$ cat config.mk
export PLATFORM = sky130hd
export DESIGN_NAME = rsa_modular_exponentiation_unit
export DESIGN_NICKNAME = d
export VERILOG_FILES = /design/src/rtl/rme_pkg.sv /design/src/rtl/rme_mulmod.sv /design/src/rtl/rme_datapath.sv /design/src/rtl/rme_ctrl.sv /design/src/rtl/rsa_modular_exponentiation_unit.sv
export SDC_FILE = /design/constraint.sdc
export NUM_CORES = 1
export LEC_CHECK = 0
export BUFFER_PORTS_ARGS = -buffer_cell sky130_fd_sc_hd__clkbuf_2
export CAP_MARGIN = 30
export CORE_ASPECT_RATIO = 2
export CORE_MARGIN = 1.5
export CORE_UTILIZATION = 35
export CTS_CLUSTER_DIAMETER = 150
export CTS_CLUSTER_SIZE = 16
export DETAILED_ROUTE_END_ITERATION = 16
export PLACE_DENSITY = 0.54
export SLEW_MARGIN = 5
export SYNTH_ARGS = -nofsm -noshare
export SYNTH_HDL_FRONTEND = slang
export SYNTH_SLANG_ARGS = --single-unit
export TNS_END_PERCENT = 5
$ cat constraint.sdc
create_clock -name clk -period 5.2 [get_ports clk]
set_input_delay 0.52 -clock clk [delete_from_list [all_inputs] [get_ports clk]]
set_output_delay 0.52 -clock clk [all_outputs]
set_load 0.01 [all_outputs]
$ cat src/rtl/rme_pkg.sv
`timescale 1ns / 1ps

package rme_pkg;

	// Width of every payload port and of the configuration data port
	localparam int FIELD_BITS = 32;
	// Default operand width of the exponentiation datapath
	localparam int RME_WORD_BITS = 32;
	// Width of the configuration register index
	localparam int CFG_INDEX_BITS = 2;

	typedef enum logic [CFG_INDEX_BITS-1:0] {
		REG_MODULUS  = 2'd0,
		REG_PUB_EXP  = 2'd1,
		REG_PRIV_EXP = 2'd2
	} cfg_reg_t;

	localparam logic KIND_DECIPHER = 1'b1;

	typedef enum logic [3:0] {
		ST_IDLE,
		ST_CHECK,
		ST_RED_WAIT,
		ST_SQR_GO,
		ST_SQR_WAIT,
		ST_MUL_GO,
		ST_MUL_WAIT,
		ST_NEXT,
		ST_DONE
	} state_t;

	// Operand selection of the modular multiplier
	typedef enum logic [1:0] {
		SEL_RED,
		SEL_SQR,
		SEL_MUL
	} mul_sel_t;

	typedef struct packed {
		logic     load;
		logic     set_one;
		logic     mul_go;
		mul_sel_t sel;
		logic     wr_base;
		logic     wr_acc;
		logic     exp_next;
	} cmd_t;

	typedef struct packed {
		logic mul_done;
		logic exp_zero;
		logic exp_bit;
		logic last_bit;
	} status_t;

endpackage

$ cat src/rtl/rme_mulmod.sv
`timescale 1ns / 1ps

// Interleaved modular multiplier: res = a * b mod m, one bit of a per cycle,
// MSB first. Requires b < m; a may take any value. m may be 2^W.
module rme_mulmod import rme_pkg::*; #(
	parameter int WORD_BITS = RME_WORD_BITS
) (
	input  logic                 clk,
	input  logic                 arst_n,
	input  logic                 go,
	input  logic [WORD_BITS-1:0] a,
	input  logic [WORD_BITS-1:0] b,
	input  logic [WORD_BITS:0]   m,
	output logic                 done,
	output logic [WORD_BITS-1:0] res
);

	localparam int XW = WORD_BITS + 3;
	localparam int CW = $clog2(WORD_BITS);

	logic                 busy_q;
	logic                 done_q;
	logic [CW-1:0]        cnt_q;
	logic [WORD_BITS-1:0] a_q;
	logic [WORD_BITS-1:0] b_q;
	logic [WORD_BITS-1:0] r_q;
	logic [XW-1:0]        bm1_q;
	logic [XW-1:0]        bm2_q;

	logic [XW-1:0] two_r;
	logic [XW-1:0] t1;
	logic [XW-1:0] u0;
	logic [XW-1:0] u1;
	logic [XW-1:0] u2;
	logic [XW-1:0] r_next;

	// 2r + bit*b is below 3m: pick the smallest non-negative candidate
	always_comb begin
		two_r = {2'b00, r_q, 1'b0};
		t1    = two_r - XW'(m);
		u0    = two_r + XW'(b_q);
		u1    = two_r + bm1_q;
		u2    = two_r + bm2_q;
		if (a_q[WORD_BITS-1]) begin
			if (!u2[XW-1]) begin
				r_next = u2;
			end else if (!u1[XW-1]) begin
				r_next = u1;
			end else begin
				r_next = u0;
			end
		end else begin
			r_next = t1[XW-1] ? two_r : t1;
		end
	end

	always_ff @(posedge clk or negedge arst_n) begin
		if (!arst_n) begin
			busy_q <= 1'b0;
			done_q <= 1'b0;
			cnt_q  <= '0;
		end else begin
			done_q <= 1'b0;
			if (go) begin
				busy_q <= 1'b1;
				cnt_q  <= '0;
			end else if (busy_q) begin
				cnt_q <= cnt_q + 1'b1;
				if (cnt_q == CW'(WORD_BITS - 1)) begin
					busy_q <= 1'b0;
					done_q <= 1'b1;
				end
			end
		end
	end

	always_ff @(posedge clk) begin
		if (go) begin
			a_q   <= a;
			b_q   <= b;
			r_q   <= '0;
			bm1_q <= XW'(b) - XW'(m);
			bm2_q <= XW'(b) - XW'({m, 1'b0});
		end else if (busy_q) begin
			a_q <= {a_q[WORD_BITS-2:0], 1'b0};
			r_q <= r_next[WORD_BITS-1:0];
		end
	end

	assign done = done_q;
	assign res  = r_q;

endmodule

$ cat src/rtl/rme_datapath.sv
`timescale 1ns / 1ps

module rme_datapath import rme_pkg::*; #(
	parameter int WORD_BITS = RME_WORD_BITS
) (
	input  logic                      clk,
	input  logic                      arst_n,
	input  cmd_t                      cmd,
	output status_t                   sts,
	input  logic                      cfg_we,
	input  logic [CFG_INDEX_BITS-1:0] cfg_index,
	input  logic [FIELD_BITS-1:0]     cfg_data,
	input  logic                      kind,
	input  logic [FIELD_BITS-1:0]     value_in,
	output logic [FIELD_BITS-1:0]     value_out
);

	localparam int CW = $clog2(WORD_BITS);

	logic [WORD_BITS-1:0] modulus_q;
	logic [WORD_BITS-1:0] pub_exp_q;
	logic [WORD_BITS-1:0] priv_exp_q;

	logic [WORD_BITS-1:0] val_q;
	logic [WORD_BITS-1:0] base_q;
	logic [WORD_BITS-1:0] acc_q;
	logic [WORD_BITS-1:0] exp_q;
	logic [CW-1:0]        cnt_q;

	logic [WORD_BITS:0]   m_eff;
	logic [WORD_BITS-1:0] one_m;
	logic [WORD_BITS-1:0] mul_a;
	logic [WORD_BITS-1:0] mul_b;
	logic                 mul_done;
	logic [WORD_BITS-1:0] mul_res;

	// Zero modulus stands for 2^W, so the products wrap
	assign m_eff = {(modulus_q == '0), modulus_q};
	assign one_m = (m_eff == (WORD_BITS+1)'(1)) ? '0 : WORD_BITS'(1);

	always_ff @(posedge clk or negedge arst_n) begin
		if (!arst_n) begin
			modulus_q  <= WORD_BITS'(2);
			pub_exp_q  <= '0;
			priv_exp_q <= '0;
		end else if (cfg_we) begin
			case (cfg_reg_t'(cfg_index))
				REG_MODULUS:  modulus_q  <= cfg_data[WORD_BITS-1:0];
				REG_PUB_EXP:  pub_exp_q  <= cfg_data[WORD_BITS-1:0];
				REG_PRIV_EXP: priv_exp_q <= cfg_data[WORD_BITS-1:0];
				default: begin
				end
			endcase
		end
	end

	always_comb begin
		case (cmd.sel)
			SEL_RED: begin
				mul_a = val_q;
				mul_b = one_m;
			end
			SEL_SQR: begin
				mul_a = acc_q;
				mul_b = acc_q;
			end
			SEL_MUL: begin
				mul_a = acc_q;
				mul_b = base_q;
			end
			default: begin
				mul_a = acc_q;
				mul_b = acc_q;
			end
		endcase
	end

	rme_mulmod #(
		.WORD_BITS(WORD_BITS)
	) u_mulmod (
		.clk   (clk),
		.arst_n(arst_n),
		.go    (cmd.mul_go),
		.a     (mul_a),
		.b     (mul_b),
		.m     (m_eff),
		.done  (mul_done),
		.res   (mul_res)
	);

	always_ff @(posedge clk) begin
		if (cmd.load) begin
			val_q <= value_in[WORD_BITS-1:0];
			exp_q <= (kind == KIND_DECIPHER) ? priv_exp_q : pub_exp_q;
			acc_q <= one_m;
			cnt_q <= '0;
		end else begin
			if (cmd.set_one) begin
				acc_q <= WORD_BITS'(1);
			end else if (cmd.wr_acc) begin
				acc_q <= mul_res;
			end
			if (cmd.wr_base) begin
				base_q <= mul_res;
			end
			if (cmd.exp_next) begin
				exp_q <= {exp_q[WORD_BITS-2:0], 1'b0};
				cnt_q <= cnt_q + 1'b1;
			end
		end
	end

	always_comb begin
		sts.mul_done = mul_done;
		sts.exp_zero = (exp_q == '0);
		sts.exp_bit  = exp_q[WORD_BITS-1];
		sts.last_bit = (cnt_q == CW'(WORD_BITS - 1));
	end

	assign value_out = FIELD_BITS'(acc_q);

endmodule

$ cat src/rtl/rme_ctrl.sv
`timescale 1ns / 1ps

module rme_ctrl import rme_pkg::*; (
	input  logic    clk,
	input  logic    arst_n,
	input  logic    start,
	output logic    busy,
	output logic    done,
	output cmd_t    cmd,
	input  status_t sts
);

	state_t state_q;
	state_t state_d;

	always_ff @(posedge clk or negedge arst_n) begin
		if (!arst_n) begin
			state_q <= ST_IDLE;
		end else begin
			state_q <= state_d;
		end
	end

	always_comb begin
		state_d = state_q;
		case (state_q)
			ST_IDLE:     if (start) state_d = ST_CHECK;
			ST_CHECK:    state_d = sts.exp_zero ? ST_DONE : ST_RED_WAIT;
			ST_RED_WAIT: if (sts.mul_done) state_d = ST_SQR_GO;
			ST_SQR_GO:   state_d = ST_SQR_WAIT;
			ST_SQR_WAIT: begin
				if (sts.mul_done) begin
					state_d = sts.exp_bit ? ST_MUL_GO : ST_NEXT;
				end
			end
			ST_MUL_GO:   state_d = ST_MUL_WAIT;
			ST_MUL_WAIT: if (sts.mul_done) state_d = ST_NEXT;
			ST_NEXT:     state_d = sts.last_bit ? ST_DONE : ST_SQR_GO;
			ST_DONE:     state_d = ST_IDLE;
			default:     state_d = ST_IDLE;
		endcase
	end

	always_comb begin
		cmd      = '0;
		cmd.sel  = SEL_SQR;
		busy     = (state_q != ST_IDLE);
		done     = 1'b0;
		case (state_q)
			ST_IDLE: cmd.load = start;
			ST_CHECK: begin
				cmd.set_one = sts.exp_zero;
				cmd.mul_go  = !sts.exp_zero;
				cmd.sel     = SEL_RED;
			end
			ST_RED_WAIT: begin
				cmd.sel     = SEL_RED;
				cmd.wr_base = sts.mul_done;
			end
			ST_SQR_GO: cmd.mul_go = 1'b1;
			ST_SQR_WAIT: cmd.wr_acc = sts.mul_done;
			ST_MUL_GO: begin
				cmd.mul_go = 1'b1;
				cmd.sel    = SEL_MUL;
			end
			ST_MUL_WAIT: begin
				cmd.sel    = SEL_MUL;
				cmd.wr_acc = sts.mul_done;
			end
			ST_NEXT: cmd.exp_next = 1'b1;
			ST_DONE: done = 1'b1;
			default: begin
			end
		endcase
	end

	a_accept_busy: assert property (@(posedge clk) disable iff (!arst_n)
		start && !busy |=> busy)
		else $error("accepted request did not raise busy");

	a_done_pulse: assert property (@(posedge clk) disable iff (!arst_n)
		done |=> !done && !busy)
		else $error("done not a single pulse followed by idle");

	a_go_not_done: assert property (@(posedge clk) disable iff (!arst_n)
		cmd.mul_go |=> !sts.mul_done)
		else $error("multiplier finished one cycle after launch");

	a_done_busy: assert property (@(posedge clk) disable iff (!arst_n)
		done |-> busy && !cmd.mul_go)
		else $error("done outside an active request");

endmodule

$ cat src/rtl/rsa_modular_exponentiation_unit.sv
`timescale 1ns / 1ps
// A zero exponent goes from accept through CHECK straight to DONE;
// otherwise a request runs one base reduction, then for each of the W
// exponent bits (W = WORD_BITS) a square, plus a multiply for each set bit.
// Throughput: one request at a time; busy stays high until the done strobe.
// The receiver cannot stall: value_out holds from the done cycle until a new request is accepted.
// Reset (arst_n low, asynchronous): idle, modulus 2, both exponents 0.

module rsa_modular_exponentiation_unit import rme_pkg::*; #(
	parameter int WORD_BITS = RME_WORD_BITS
) (
	input  logic                      clk,
	input  logic                      arst_n,
	// Request channel
	input  logic                      start,
	output logic                      busy,
	input  logic                      kind,
	input  logic [FIELD_BITS-1:0]     value_in,
	// Result strobe
	output logic                      done,
	output logic [FIELD_BITS-1:0]     value_out,
	// Configuration write channel
	input  logic                      cfg_valid,
	output logic                      cfg_ready,
	input  logic [CFG_INDEX_BITS-1:0] cfg_index,
	input  logic [FIELD_BITS-1:0]     cfg_data
);

	// Command and status between the controller and the datapath
	cmd_t    cmd;
	status_t sts;

	// Registers take a write in any cycle; software must write them only
	// while no request is in flight, which the block does not enforce.
	assign cfg_ready = 1'b1;

	// Controller: unless the exponent is zero, sequences reduce base, then per
	// exponent bit (MSB first) square and, where the bit is set, multiply by the base.
	rme_ctrl u_ctrl (
		.clk   (clk),
		.arst_n(arst_n),
		.start (start),
		.busy  (busy),
		.done  (done),
		.cmd   (cmd),
		.sts   (sts)
	);

	// Datapath: configuration registers, accumulator, base, exponent
	// shifter and the shared iterative modular multiplier.
	rme_datapath #(
		.WORD_BITS(WORD_BITS)
	) u_datapath (
		.clk      (clk),
		.arst_n   (arst_n),
		.cmd      (cmd),
		.sts      (sts),
		.cfg_we   (cfg_valid & cfg_ready),
		.cfg_index(cfg_index),
		.cfg_data (cfg_data),
		.kind     (kind),
		.value_in (value_in),
		.value_out(value_out)
	);

endmodule

# Word-level counts from Yosys, hierarchy flattened
# Cells that the tools add are included.
# totals
register_bits	406
inputBits	71
out_inout_bits	35
elab_cells	102
# op_classes
n_addsub	8
eq_ne	18
muxes	39
bitwise_logic	1
n_reduce_logical	19
# op_table
operator	count
$mux W32	13
$add A33 B35 Y35	2
$logic_not A32 Y1	2
$pmux W32 S2	1
$sub A32 B34 Y35	1
$sub A32 B33 Y34	1
$sub A33 B33 Y34	1
$eq A33 B1 Y1 const B	1
$add A32 B32 Y32	1
$pmux W4 S8	1
$mux W4	6
$eq A4 B3 Y1 const B	4
$mux W1	13
$add A5 B1 Y5 const B	2
$eq A5 B5 Y1 const B	2
$mux W5	2
$eq A4 B2 Y1 const B	2
$reduce_and A2 Y1	4
$reduce_or A2 Y1	4
$ne A2 B1 Y1 const B	3
$eq A2 B2 Y1 const B	2
$eq A4 B1 Y1 const B	1
$eq A4 B4 Y1 const B	1
$logic_not A2 Y1	2
other kinds (12)	13

# Depth between registers and ports, before layout
# logic_depth
word_depth	6
mapped_depth	18
mapped_depth_nobuf	17

# By module
# Synthesis repeated with hierarchy kept, for this count alone.
# hier_totals
cells_unflattened	2427
area_unflattened_um2	25936.1
# modules_own_cells
module	n_inst	cells_per_inst	area_each_um2	seq_area_each_um2
rme_mulmod	1	1782	16151.7	4779.6
rme_datapath	1	604	9439.1	6347.3
rme_ctrl	1	39	334.1	100.1
rsa_modular_exponentiation_unit	1	2	11.3	0.0

# Worst setup path before layout
# Ideal clock, no wire load.
# synth_path
path_kind	register to register
from	register u_ctrl.state_q[1]
to	register u_datapath.u_mulmod.a_q[28], data pin
setup_ns	0.411
t_arrival_ns	4.270
required_time_ns	4.789
slack_ns	0.519
stages_incl_launch_ff	8
n_path_buf	2
path_cell_list	dfrtp_1 clkbuf_1 nor2_1 nand2_1 nand4b_1 inv_2 buf_1 a31oi_1
# synth_lines
item	line_no	source
start: declaration	rme_ctrl.sv:13	state_t state_q;
start signal: assignment	rme_ctrl.sv:20	state_q <= state_d;
end signal: assignment	rme_mulmod.sv:85	a_q <= {a_q[WORD_BITS-2:0], 1'b0};
end: declaration	rme_mulmod.sv:24	logic [WORD_BITS-1:0] a_q;

# Worst setup path in the final report
# layout_path
from	register u_datapath.modulus_q[1]
to	register u_datapath.u_mulmod.bm1_q[31], data pin
# layout_via
elab_chain_len	5
# layout_lines
item	line_no	source
start: declaration	rme_datapath.sv:20	logic [WORD_BITS-1:0] modulus_q;
start signal: assignment	rme_datapath.sv:48	REG_MODULUS: modulus_q <= cfg_data[WORD_BITS-1:0];
$logic_not A32 Y1	rme_datapath.sv:38	assign m_eff = {(modulus_q == '0), modulus_q};
$eq A33 B1 Y1	rme_datapath.sv:39	assign one_m = (m_eff == (WORD_BITS+1)'(1)) ? '0 : WORD_BITS'(1);
$mux W1	rme_datapath.sv:39	
$pmux W32 S2	rme_datapath.sv:58	case (cmd.sel)
$sub A32 B33 Y34 *	rme_mulmod.sv:82	bm1_q <= XW'(b) - XW'(m);
end signal: assignment	rme_mulmod.sv:82	
end: declaration	rme_mulmod.sv:27	logic [XW-1:0] bm1_q;
# Every way passes the cells marked *; elsewhere a longest branch is shown, timed or not.
# A chain may end at the register's enable or synchronous reset.

==> out/qor.yml <==
status: "complete, no violations"
area_delta_synth_final_pct: 11.1
slew-limit-headroom_pct: 38.1
start_util_pct: 35.3
ys_seq_elements: 404
async_flop_share_pct: 26.5
hold_ws_ns: 0.0577
synth_area_mm2: 0.0260
die_y_um: 389
n_fill_cell: 7321
htree_levels: 1
wl_um: 90100
cp_data_arrival_time_ns: 5.22
grt_pass1_wl_um: 135000
max-cap-violations: 0
path_class: "flip-flop to flip-flop"
pwr-share-clk_pct: 32.9
clock-sinks: 404
drive_gt1_share_pct: 11.9
grt_max_degree: 67
worst_setup_path_start_kind: "flip-flop"
setup_violations: 0
setup_tns_ns: 0
layout.nets: 3039
crit_fanout: 4
synth_edf_count: 260
fin_cells: 3719
final_common_cell: "nand2_1"
ant_nets: 0
synthesis.nets: 2921
coreArea_mm2: 0.0737
hold_path.class: "input pin to flip-flop"
rsz0062_at_grt: "false"
min_period_ns: 4.84
max_freq_mhz: 207
power.internal_mw: 5.03
p_comb_share_pct: 14.9
diodes: 0
final_cell_mix: "nand2_1 (270), edfxtp_1 (260), ha_1 (193), a21oi_1 (182), o21ai_0 (179)"
viasPerCell: 5.75
die_w_um: 196
drt_iter0_markers: 1346
clock_skew_ns: 0.0383
syn_inst: 2651
route.detailed.drc: 0
dp_cells: 3662
setup_ws_ns: 0.364
drv_slew: 0
synth_cell_type_count: 95
swShare_pct: 27.7
grt_pass1_vias: 22200
fin_crit_sh_pct: 93.0
port_buffers: 104
dp_slack_ns: 0.0808
dp_hpwl_um: 70700
clock_latency_ns: 0.64
gr-total-overflow: 0
worst_pin_slew_ns: 0.920
required_ns: 5.59
dieArea_mm2: 0.0761
avgSynthCellArea_um2: 9.81
path_clk_slew_ns: 0.09
cts_tree: "done"
first_pass_iters: 6
wl_per_cell_um: 24.2
seq_power_share_pct: 52.2
seq_area_frac_synth_pct: 43.2
ir_drop_mv: 0.220
critPathCaptureType: "flip-flop"
cts_buffers: 29
grt_util_all_layers_pct: 23.4
antenna_found_initial: 3
routabilityCongestion: 0.994
vias: 21400
p_per_area_mw_per_mm2: 241
clockBufferDepth: 3
yosys_warnings: 0
rows: 141
ys.flop_type: "edfxtp_1"
p_switching_mw: 1.93
leakagePower_nw: 11.8
ios: 106
cts_root_buffer: "clkbuf_16"
hold_violations: 0
cell usage after synthesis (13+ instances only):
master    number  area [um^2]
a211oi_1      35          263
a21o_1        91          683
a21oi_1      182          911
a31oi_1       60          375
and2_1        37          231
and3_1        32          200
buf_2         16         80.1
clkbuf_1      77          289
dfrtp_1      106         2650
dfxtp_1       37          741
edfxtp_1     260         7810
ha_1         193         2410
inv_1         86          323
mux2_2        66          743
mux2i_1       47          470
nand2_1      271         1020
nand2b_1      32          200
nand3_1       80          400
nand4_1       22          138
nor2_1       176          661
nor2b_1       27          169
nor3_1        34          170
nor4_1        21          131
o211ai_1      27          203
o21a_1        28          210
o21ai_0      185          926
o21ai_1       25          125
o21bai_1      27          203
o31ai_1       13         97.6
xnor2_1      106          928
xor2_1        54          473
metrics by stage:
step	util, %	cell area, um^2	power (mW)
after floorplan	-	26000	4.40
final	39.2	28900	6.97
after detailed placement	38.0	28000	4.74
after CTS	39.1	28900	7.03
after global placement	38.0	28000	4.71
after global routing	39.2	28900	7.25
layer usage:
metal,up-vias,GRT usage [%],routed length [um]
met1,10400,25.2,34100
met3,203,2.26,3460
li1,10100,-,-
met2,598,44.5,47200
met5,-,0,11
met4,2,12.7,5300
registers in the layout, summed over array words and instances, names as in the netlist:
| signal | count |
|---|---|
| u_datapath.u_mulmod.a_q | 32 |
| u_datapath.priv_exp_q | 32 |
| u_datapath.value_out | 32 |
| u_datapath.u_mulmod.res | 32 |
| u_datapath.cnt_q | 5 |
| u_datapath.exp_q | 32 |
| u_datapath.u_mulmod.busy_q | 1 |
| u_datapath.u_mulmod.bm2_q | 34 |
| u_datapath.u_mulmod.cnt_q | 5 |
| u_ctrl.state_q | 4 |
| u_datapath.u_mulmod.bm1_q | 34 |
| u_datapath.u_mulmod.b_q | 32 |
| u_datapath.modulus_q | 32 |
| u_datapath.val_q | 32 |
| u_datapath.pub_exp_q | 32 |
| u_datapath.base_q | 32 |
| u_datapath.u_mulmod.done | 1 |
power groups by stage:
stage	registers (mW)	clock network [mW]	logic [mW]
floorplan	3.68	0	0.727
global placement	3.70	0	1.01
detailed placement	3.71	0	1.03
CTS	3.64	2.36	1.04
global route	3.65	2.45	1.15
finish	3.64	2.29	1.04
repair_timing:
item / CTS / global route
hold buffers: 1 / 0
gates resized for setup: 0 / 9
hold endpoints to repair: 43 / 0
setup endpoints to repair: 0 / 16
buffers inserted: 0 / 2
kinds of logic (layout without fill, tap and decap cells):
group | count (synthesis) | after routing | share of synthesized area [%]
compound gates | 804 | 804 | 20.0
simple gates | 777 | 778 | 14.1
flops | 404 | 404 | 43.2
fa+ha+maj | 199 | 199 | 9.74
buf+inv | 193 | 331 | 2.89
xor+xnor | 160 | 160 | 5.39
mux | 113 | 113 | 4.66
other cells | 1 | 1 | 0.0144
final timing paths:
| check | to | startpoint | slack (ns) | cells after the start |
|---|---|---|---|---|
| setup / recovery | u_datapath.u_mulmod.bm1_q[31] | u_datapath.modulus_q[1] | 0.36 | 16 |
| hold / removal | u_datapath.val_q[8] | value_in[8] | 0.06 | 1 |
| setup reg to reg | u_datapath.u_mulmod.bm1_q[31] | u_datapath.modulus_q[1] | 0.36 | 16 |
| hold reg to reg | u_datapath.pub_exp_q[19] | u_datapath.pub_exp_q[19] | 0.51 | 1 |
| max in group asynchronous | u_datapath.modulus_q[2] | arst_n | 3.51 | 3 |
| min in group asynchronous | u_datapath.pub_exp_q[28] | arst_n | 0.43 | 2 |
critical path: stages (launching register included):
cell	delay [ns]
dfstp_2	0.43
nor4_1	0.45
nand4_1	0.21
nor3_1	0.38
buf_4	0.21
o211a_1	0.17
ha_1	0.22
nor2b_1	0.06
o21ai_0	0.24
a21boi_0	0.24
o211a_1	0.33
o2111ai_2	0.45
a31oi_1	0.23
o31ai_1	0.52
a21oi_1	0.18
a21oi_1	0.21
xnor2_1	0.07
final cells by class:
class / count / area (um^2) / share of cell area, %
inverter: 89 / 339 / 1.17
multi-input combinational: 2055 / 14100 / 48.9
timing repair buffer: 190 / 1220 / 4.21
clock inverter: 2 / 25.0 / 0.0866
sequential: 404 / 11200 / 38.8
clock buffer: 50 / 805 / 2.78
tap: 929 / 1160 / 4.02
Power figures use the tool's default switching activity.
